<file path="config.mk">
export PLATFORM = sky130hd
export DESIGN_NAME = brf_muldiv
export DESIGN_NICKNAME = d
export VERILOG_FILES = /design/src/brf_pkg.sv /design/src/brf_muldiv.sv
export SDC_FILE = /design/constraint.sdc
export NUM_CORES = 1
export LEC_CHECK = 0
export BUFFER_PORTS_ARGS = -buffer_cell sky130_fd_sc_hd__buf_4
export CORE_MARGIN = 4
export CORE_UTILIZATION = 50
export CTS_CLUSTER_SIZE = 14
export DETAILED_ROUTE_END_ITERATION = 8
export GPL_TIMING_DRIVEN = 0
export PLACE_DENSITY = 0.7
export SYNTH_ARGS = -nofsm -noshare
export SYNTH_HDL_FRONTEND = slang
export SYNTH_SLANG_ARGS = --single-unit
export TNS_END_PERCENT = 100
</file>
<file path="constraint.sdc">
create_clock -name clk -period 4 [get_ports clk]
set_input_delay 0.6 -clock clk [delete_from_list [all_inputs] [get_ports clk]]
set_output_delay 0.6 -clock clk [all_outputs]
set_load 0.01 [all_outputs]
</file>
<file path="src/brf_pkg.sv">
// brf_pkg: shared types, codes and saturating fixed-point helpers for the
// brent root finder. No dependencies; used by brf_muldiv and brent_root_finder.
package brf_pkg;

    localparam int FRAC_BITS_DEF = 32;

    localparam logic       OP_START = 1'b0;
    localparam logic       OP_VALUE = 1'b1;

    localparam logic [2:0] OUT_EVAL   = 3'd0;
    localparam logic [2:0] OUT_FOUND  = 3'd1;
    localparam logic [2:0] OUT_NOCONV = 3'd2;
    localparam logic [2:0] OUT_BADARG = 3'd3;
    localparam logic [2:0] OUT_UNEXP  = 3'd4;

    localparam logic [1:0] CFG_TOLERANCE  = 2'd0;
    localparam logic [1:0] CFG_ITER_LIMIT = 2'd1;
    localparam logic [1:0] CFG_REL_EPS    = 2'd2;

    localparam logic signed [63:0] S64_MAX = {1'b0, {63{1'b1}}};
    localparam logic signed [63:0] S64_MIN = {1'b1, {63{1'b0}}};

    typedef struct packed {
        logic start;
        logic div;
    } md_req_t;

    typedef struct packed {
        logic done;
    } md_rsp_t;

    function automatic logic signed [63:0] sat_add(input logic signed [63:0] x,
                                                   input logic signed [63:0] y);
        logic signed [64:0] s;
        s = {x[63], x} + {y[63], y};
        if (s[64] != s[63])
            return s[64] ? S64_MIN : S64_MAX;
        return s[63:0];
    endfunction

    function automatic logic signed [63:0] sat_sub(input logic signed [63:0] x,
                                                   input logic signed [63:0] y);
        logic signed [64:0] s;
        s = {x[63], x} - {y[63], y};
        if (s[64] != s[63])
            return s[64] ? S64_MIN : S64_MAX;
        return s[63:0];
    endfunction

    function automatic logic signed [63:0] sat_neg(input logic signed [63:0] x);
        return (x == S64_MIN) ? S64_MAX : -x;
    endfunction

    function automatic logic signed [63:0] sat_abs(input logic signed [63:0] x);
        return x[63] ? sat_neg(x) : x;
    endfunction

    // halve, truncating toward zero
    function automatic logic signed [63:0] half(input logic signed [63:0] x);
        logic signed [63:0] t;
        t = x + {63'd0, x[63]};
        return t >>> 1;
    endfunction

    function automatic logic opposite(input logic signed [63:0] x,
                                      input logic signed [63:0] y);
        return (x > 0 && y < 0) || (x < 0 && y > 0);
    endfunction

endpackage

</file>
<file path="src/brf_muldiv.sv">
// brf_muldiv: shared bit-serial fixed-point multiply / divide unit.
// Depends on brf_pkg; magnitudes, truncation toward zero, symmetric saturation.
module brf_muldiv #(
    parameter int FRAC_BITS = brf_pkg::FRAC_BITS_DEF
) (
    input  logic                   clk,
    input  logic                   rst_n,
    input  brf_pkg::md_req_t       req,
    input  logic signed [63:0]     op_a,
    input  logic signed [63:0]     op_b,
    output brf_pkg::md_rsp_t       rsp,
    output logic signed [63:0]     result
);
    import brf_pkg::*;

    logic               busy_reg;
    logic               fin_reg;
    logic               done_reg;
    logic               div_reg;
    logic               neg_reg;
    logic               nzero_reg;
    logic               dzero_reg;
    logic               ovf_reg;
    logic [6:0]         cnt_reg;
    logic [127:0]       work_reg;
    logic [63:0]        opb_reg;
    logic [63:0]        rem_reg;
    logic [63:0]        quo_reg;
    logic signed [63:0] result_reg;

    logic [63:0]  mag_a;
    logic [63:0]  mag_b;
    logic [64:0]  mul_sum;
    logic [64:0]  rem_shift;
    logic [64:0]  rem_diff;
    logic         rem_ge;
    logic [63:0]  fin_mag;
    logic         fin_ovf;
    logic [63:0]  fin_clamp;

    assign mag_a = op_a[63] ? 64'd0 - 64'(op_a) : 64'(op_a);
    assign mag_b = op_b[63] ? 64'd0 - 64'(op_b) : 64'(op_b);

    assign mul_sum   = {1'b0, work_reg[127:64]} + (work_reg[0] ? {1'b0, opb_reg} : 65'd0);
    assign rem_shift = {rem_reg, work_reg[127]};
    assign rem_diff  = rem_shift - {1'b0, opb_reg};
    assign rem_ge    = rem_shift >= {1'b0, opb_reg};

    always_comb
    begin
        if (div_reg)
        begin
            fin_ovf = ovf_reg;
            fin_mag = quo_reg;
            // division by zero: zero over zero is zero, else full scale
            if (dzero_reg)
            begin
                fin_ovf = !nzero_reg;
                fin_mag = 64'd0;
            end
        end
        else
        begin
            fin_ovf = |work_reg[127:64+FRAC_BITS];
            fin_mag = work_reg[64+FRAC_BITS-1:FRAC_BITS];
        end
        if (fin_ovf || fin_mag[63])
            fin_clamp = 64'(S64_MAX);
        else
            fin_clamp = fin_mag;
    end

    always_ff @(posedge clk or negedge rst_n)
    begin
        if (!rst_n)
        begin
            busy_reg <= 1'b0;
            fin_reg  <= 1'b0;
            done_reg <= 1'b0;
        end
        else
        begin
            done_reg <= 1'b0;
            fin_reg  <= 1'b0;
            if (req.start)
            begin
                busy_reg  <= 1'b1;
                div_reg   <= req.div;
                neg_reg   <= op_a[63] ^ op_b[63];
                nzero_reg <= (mag_a == 64'd0);
                dzero_reg <= (mag_b == 64'd0);
                ovf_reg   <= 1'b0;
                rem_reg   <= 64'd0;
                quo_reg   <= 64'd0;
                if (req.div)
                begin
                    work_reg <= {64'd0, mag_a} << FRAC_BITS;
                    opb_reg  <= mag_b;
                    cnt_reg  <= 7'd127;
                end
                else
                begin
                    work_reg <= {64'd0, mag_b};
                    opb_reg  <= mag_a;
                    cnt_reg  <= 7'd63;
                end
            end
            else if (busy_reg)
            begin
                if (div_reg)
                begin
                    rem_reg  <= rem_ge ? rem_diff[63:0] : rem_shift[63:0];
                    work_reg <= work_reg << 1;
                    ovf_reg  <= ovf_reg | quo_reg[63];
                    quo_reg  <= {quo_reg[62:0], rem_ge};
                end
                else
                begin
                    work_reg <= {mul_sum, work_reg[63:1]};
                end
                cnt_reg <= cnt_reg - 7'd1;
                if (cnt_reg == 7'd0)
                begin
                    busy_reg <= 1'b0;
                    fin_reg  <= 1'b1;
                end
            end
            else if (fin_reg)
            begin
                result_reg <= neg_reg ? -$signed(fin_clamp) : $signed(fin_clamp);
                done_reg   <= 1'b1;
            end
        end
    end

    assign rsp.done = done_reg;
    assign result   = result_reg;

endmodule

</file>
# Yosys cells after proc, flatten, opt, wreduce, memory -nomap -nowiden
# Cells that the tools add are included.
[totals]
ramBits = 0
register_bits = 399
input_bits = 132
mem_bits_ro = 0
latchBits = 0
memories = 0
out_inout_bits = 65
[classes]
n_mux = 33
bitwise_logic = 4
shifts = 0
reduce_logical = 10
n_mul = 0
n_eq_ne = 0
order_cmp = 1
add_sub_neg = 6
div_mod_pow = 0
[ops]
columns = ["cell", "count"]
rows = [
  ["64-bit two-way mux", 13],
  ["128-bit two-way mux", 3],
  ["64-bit logical NOT", 2],
  ["1-bit by 64-bit subtractor with 64-bit output, first input constant", 2],
  ["96-bit two-way mux", 1],
  ["64-bit by 64-bit adder with 65-bit output", 1],
  ["65-bit by 64-bit >= comparator with 1-bit output", 1],
  ["64-bit negation", 1],
  ["64-bit subtractor", 1],
  ["32-bit OR reduction", 1],
  ["7-bit two-way mux", 3],
  ["1-bit two-way mux", 13],
  ["7-bit logical NOT", 1],
  ["7-bit by 1-bit subtractor with 7-bit output, second input constant", 1],
  ["2-bit AND reduction", 2],
  ["4-bit AND reduction", 1],
  ["1-bit inverter", 2],
  ["2-bit nonzero test", 1],
  ["1-bit logical NOT", 1],
  ["1-bit logical OR", 1],
  ["1-bit OR", 1],
  ["1-bit bitwise XOR", 1],
]

# Depth between registers and ports, before layout
[logic_depth]
depth_word = 7
mapped_depth = 20
ltp_nobuf = 14

# Worst setup path before layout
# OpenSTA, ideal clock, no wires.
[synth_timing]
path_type = "input -> register"
from = "input req[1] (netlist name)"
to = "register cnt_reg[0], enable pin"
arrival_ns = 4.510
slack_ns = -1.015
required_ns = 3.494
path_buffers = 3
path_stages = 4
setup_time_ns = 0.506
cell_sequence = "clkbuf_1 -> clkbuf_1 -> buf_1 -> o21a_1"
[synth_via]
elab_chain_len = 2
[synth_rtl]
columns = ["item", "line_no", "source"]
rows = [
  ["from (decl)", "brf_muldiv.sv:8", "input brf_pkg::md_req_t req,"],
  ["2-bit nonzero test (no line)", "n/a", ""],
  ["2-bit AND reduction (no line)", "n/a", ""],
  ["to (signal assigned)", "brf_muldiv.sv:121", "cnt_reg <= cnt_reg - 7'd1;"],
  ["to (decl)", "brf_muldiv.sv:24", "logic [6:0] cnt_reg;"],
]
# Every way passes these cells.
# A chain may end at the register's enable or synchronous reset.

# Worst setup path in the final report
[layout_timing]
from = "input op_a[6]"
to = "register nzero_reg (data pin)"
[layout_via]
elab_chain_len = 3
[layout_rtl]
columns = ["item", "line_no", "source"]
rows = [
  ["from (decl)", "brf_muldiv.sv:9", "input logic signed [63:0] op_a,"],
  ["1-bit by 64-bit subtractor with 64-bit output", "brf_muldiv.sv:41", "assign mag_a = op_a[63] ? 64'd0 - 64'(op_a) : 64'(op_a);"],
  ["64-bit two-way mux (*)", "brf_muldiv.sv:41", ""],
  ["64-bit logical NOT (*)", "brf_muldiv.sv:90", "nzero_reg <= (mag_a == 64'd0);"],
  ["to (signal assigned)", "brf_muldiv.sv:90", ""],
  ["to (decl)", "brf_muldiv.sv:21", "logic nzero_reg;"],
]
# Mark *: on every way between the ends. The rest lies on a longest branch, timed or not.

==> results_dict.tcl <==
set metrics [dict create \
    status "complete, but fails checks" \
    violations "setup timing" \
    die_h_um 260.5 \
    seq_area_frac_synth 0.3753 \
    synthCells 3654 \
    whs_path_depth 1 \
    ys_types 85 \
    hold_viol_final 0 \
    dp_cells 4697 \
    worst-path-max-fanout 7 \
    synth_top_area_cell "edfxtp_1" \
    crit_path_end_kind "flop" \
    firstDrtPassIters 6 \
    antenna_found_initial 5 \
    p_leak_nw 14.73 \
    regArea_mm2 0.01197 \
    cts_sinks 399 \
    vias_per_cell 6.640 \
    gp_congestion 1.040 \
    portBuffers 192 \
    cts_root_buf "clkbuf_16" \
    clkTransAtPathRegs_ns 0.07 \
    hold_buffers 0 \
    drv_slew 0 \
    yosys_warnings 0 \
    rsz0062_at_grt "yes" \
    arrival_ns 4.48 \
    drc 0 \
    ir_worst_vdd_mv 0.3494 \
    finalCritPeriodShare 1.020 \
    dp_hpwl_um 105000 \
    fp-row-count 92 \
    drt_iter0_drc 5228 \
    final_cell_count_no_fill 4836 \
    cp_slowest_cell "or4_4" \
    io_pins 197 \
    grt_max_degree 86 \
    rr_worst_depth 13 \
    largest_reg_flops 128 \
    ys_ff_latch 399 \
    required_ns 4.40 \
    synth_edf_count 396 \
    clk_latency_ns 0.64 \
    final.min_clock_period_ns 4.080 \
    drive_gt1_frac 0.1402 \
    worstSetupPathType "in2reg" \
    drt_wl_total_um 133600 \
    initial_core_util 0.5055 \
    max_stage_delay_ns 0.54 \
    synth_area_mm2 0.03189 \
    die_w_um 260.5 \
    timing.max_cap.violations 0 \
    async_flop_share 0.007519 \
    avgSynthCellArea_um2 8.727 \
    yosysTopAreaCellShare 0.3729 \
    grt_pass1_vias 29460 \
    grt_usage 0.3792 \
    worstSetupStartpointType "primary input" \
    slew_headroom 0.2129 \
    ctsLongestPathBuffers 3 \
    p_per_area_mw_per_mm2 390.2 \
    worstMarginPinSlew_ns 1.181 \
    finalSetupTns_ns -0.08019 \
    ys_top_cells_by_area "edfxtp_1 (37%), nand2_1 (6.0%), a21oi_1 (5.4%)" \
    multi_input_area_mm2 0.01947 \
    cts_tree "done" \
    timing.hold.ws_ns 0.2624 \
    fill_cells 5663 \
    power_mw 14.68 \
    synthesis.nets 3921 \
    core_area_mm2 0.06308 \
    worstPathCellList "buf_4 -> or4_4 -> or4_1 -> buf_2 -> or4_1 -> o41ai_2 -> xor2_2 -> nand4_1 -> nor4b_2 -> nand4_1 -> nor4_2" \
    setup_viol 1 \
    max_freq_mhz 245.1 \
    vias 32110 \
    grt_remaining_overflow 0 \
    routed_wire_length_per_instance_um 27.62 \
    antenna_left 0 \
    fin_nets 4214 \
    synth_ff_type "edfxtp_1" \
    numCtsBuffers 48 \
    layout_setup_ws_ns -0.08019 \
    cts-htree-levels 2 \
    finClkSkew_ns 0.03410 \
    area_growth_pct 18.00 \
    die_area_mm2 0.06788 \
    grt_pass1_wl_um 192600 \
    worstHoldPathType "in2reg" \
]
[power by group]
| part | total [mW] | switching (mW) | internal, mW |
|---|---|---|---|
| Clock | 4.66 | 2.03 | 2.64 |
| Combinational | 4.58 | 2.92 | 1.66 |
| Sequential | 5.44 | 0.401 | 5.04 |
[critical path, delay by kind of cell]
kind / cells / cell delay, ns
compound gates: 1 / 0.33
xor+xnor: 1 / 0.39
buf+inv: 2 / 0.32
simple gates: 7 / 2.83
[cells in the mapped netlist (all sizes together) (14+ instances only)]
master    n
a211o    14
a211oi   39
a21o     91
a21oi   344
a22oi    36
a311oi   32
a31oi    50
and2     76
and3     44
buf      41
clkbuf  182
edfxtp  396
ha      133
inv     113
mux2i   113
nand2   514
nand2b   25
nand3    92
nand4    63
nor2    193
nor2b    42
nor3     66
nor4     36
o211ai   14
o21a     32
o21ai   228
o21bai   37
o22ai    59
o31ai    49
o41ai    24
or3      29
or4      33
xnor2    99
xor2    150
[layout by cell type (no fill, tap or decap), drive strengths merged, types with 10 or more instances in the layout]
cell type  synthesis  layout
a22o              10      10
o21a              32      32
mux2i            113     113
clkbuf           182     213
nor2b             42      42
ha               133     133
a21o              91      91
nor2             193     193
o211ai            14      14
a311oi            32      32
nand3             92      92
a22oi             36      36
nor4              36      36
a221oi            13      13
clkinv             1      14
nand2            514     514
o21ai            228     228
nand4             63      63
a31oi             50      50
and3              44      44
o31ai             49      49
a21oi            344     344
xor2             150     150
o22ai             59      59
o21bai            37      37
a211oi            39      39
mux2              13      13
or2               13      13
a211o             14      14
and4              10      10
inv              113     123
and2              76      76
buf               41     309
o41ai             24      24
xnor2             99      99
or4               33      33
nor3              66      66
nand2b            25      25
or3               29      29
edfxtp           396     396
[path summary, 6_finish.rpt]
kind                                             from                     endpoint  slack [ns]
worst max-delay path                          op_a[6]          nzero_reg$_DFFE_PP_       -0.08
worst min-delay path                           req[0]            div_reg$_DFFE_PP_        0.26
worst max register to register  work_reg[0]$_DFFE_PP_  work_reg[112]$_SDFFCE_PP0P_        0.03
worst min register to register   cnt_reg[6]$_DFFE_PP_            fin_reg$_DFF_PN0_        0.57
max in group asynchronous                       rst_n                rsp$_DFF_PN0_        3.24
min in group asynchronous                       rst_n           busy_reg$_DFF_PN0_        0.44
[cell type report]
class | instances | share of cell area
Buffer | 201 | 0.02640
Multi-Input combinational cell | 2918 | 0.5174
Timing Repair Buffer | 265 | 0.05563
Tap cell | 846 | 0.02813
Antenna cell | 4 | 0.0002660
Inverter | 114 | 0.01137
Clock buffer | 57 | 0.03282
Clock inverter | 32 | 0.009975
Sequential cell | 399 | 0.3180
[cell families (layout without fill, tap and decap cells)]
kind of cell / after synthesis / after routing / synth area share
other cells: 0 / 4 / 0
fa+ha+maj: 135 / 135 / 0.05344
buf+inv: 337 / 669 / 0.03979
compound gates: 1143 / 1143 / 0.2297
flops: 399 / 399 / 0.3752
simple gates: 1265 / 1265 / 0.1934
mux: 126 / 126 / 0.04006
xor+xnor: 249 / 249 / 0.06839
[timing repair]
action                     CTS  global route
setup endpoints to repair  293           115
gates resized for setup    170            94
pin swaps                   23            34
buffers inserted            35            33
[through the flow]
stage	cell area [µm²]	utilization	setup WS, ns
after floorplan	31910	-	0.005957
after global placement	34410	0.5455	-2.616
after detailed placement	34550	0.5478	-2.536
after CTS	37070	0.5877	-0.003137
after global routing	37620	0.5964	-0.1259
final	37630	0.5965	-0.08019
[layer usage]
layer  wire [µm]  share of wire  global-route usage  vias to the layer above
met1       51770           0.39              0.5261                    15210
met2       54630           0.41              0.5490                     2262
met4        8413          0.063              0.1871                        4
met5          25        0.00019                   0                        -
met3       18750           0.14             0.09927                      380
li1            -              -                   -                    14250
No activity file was read; power rests on OpenSTA's default activity.
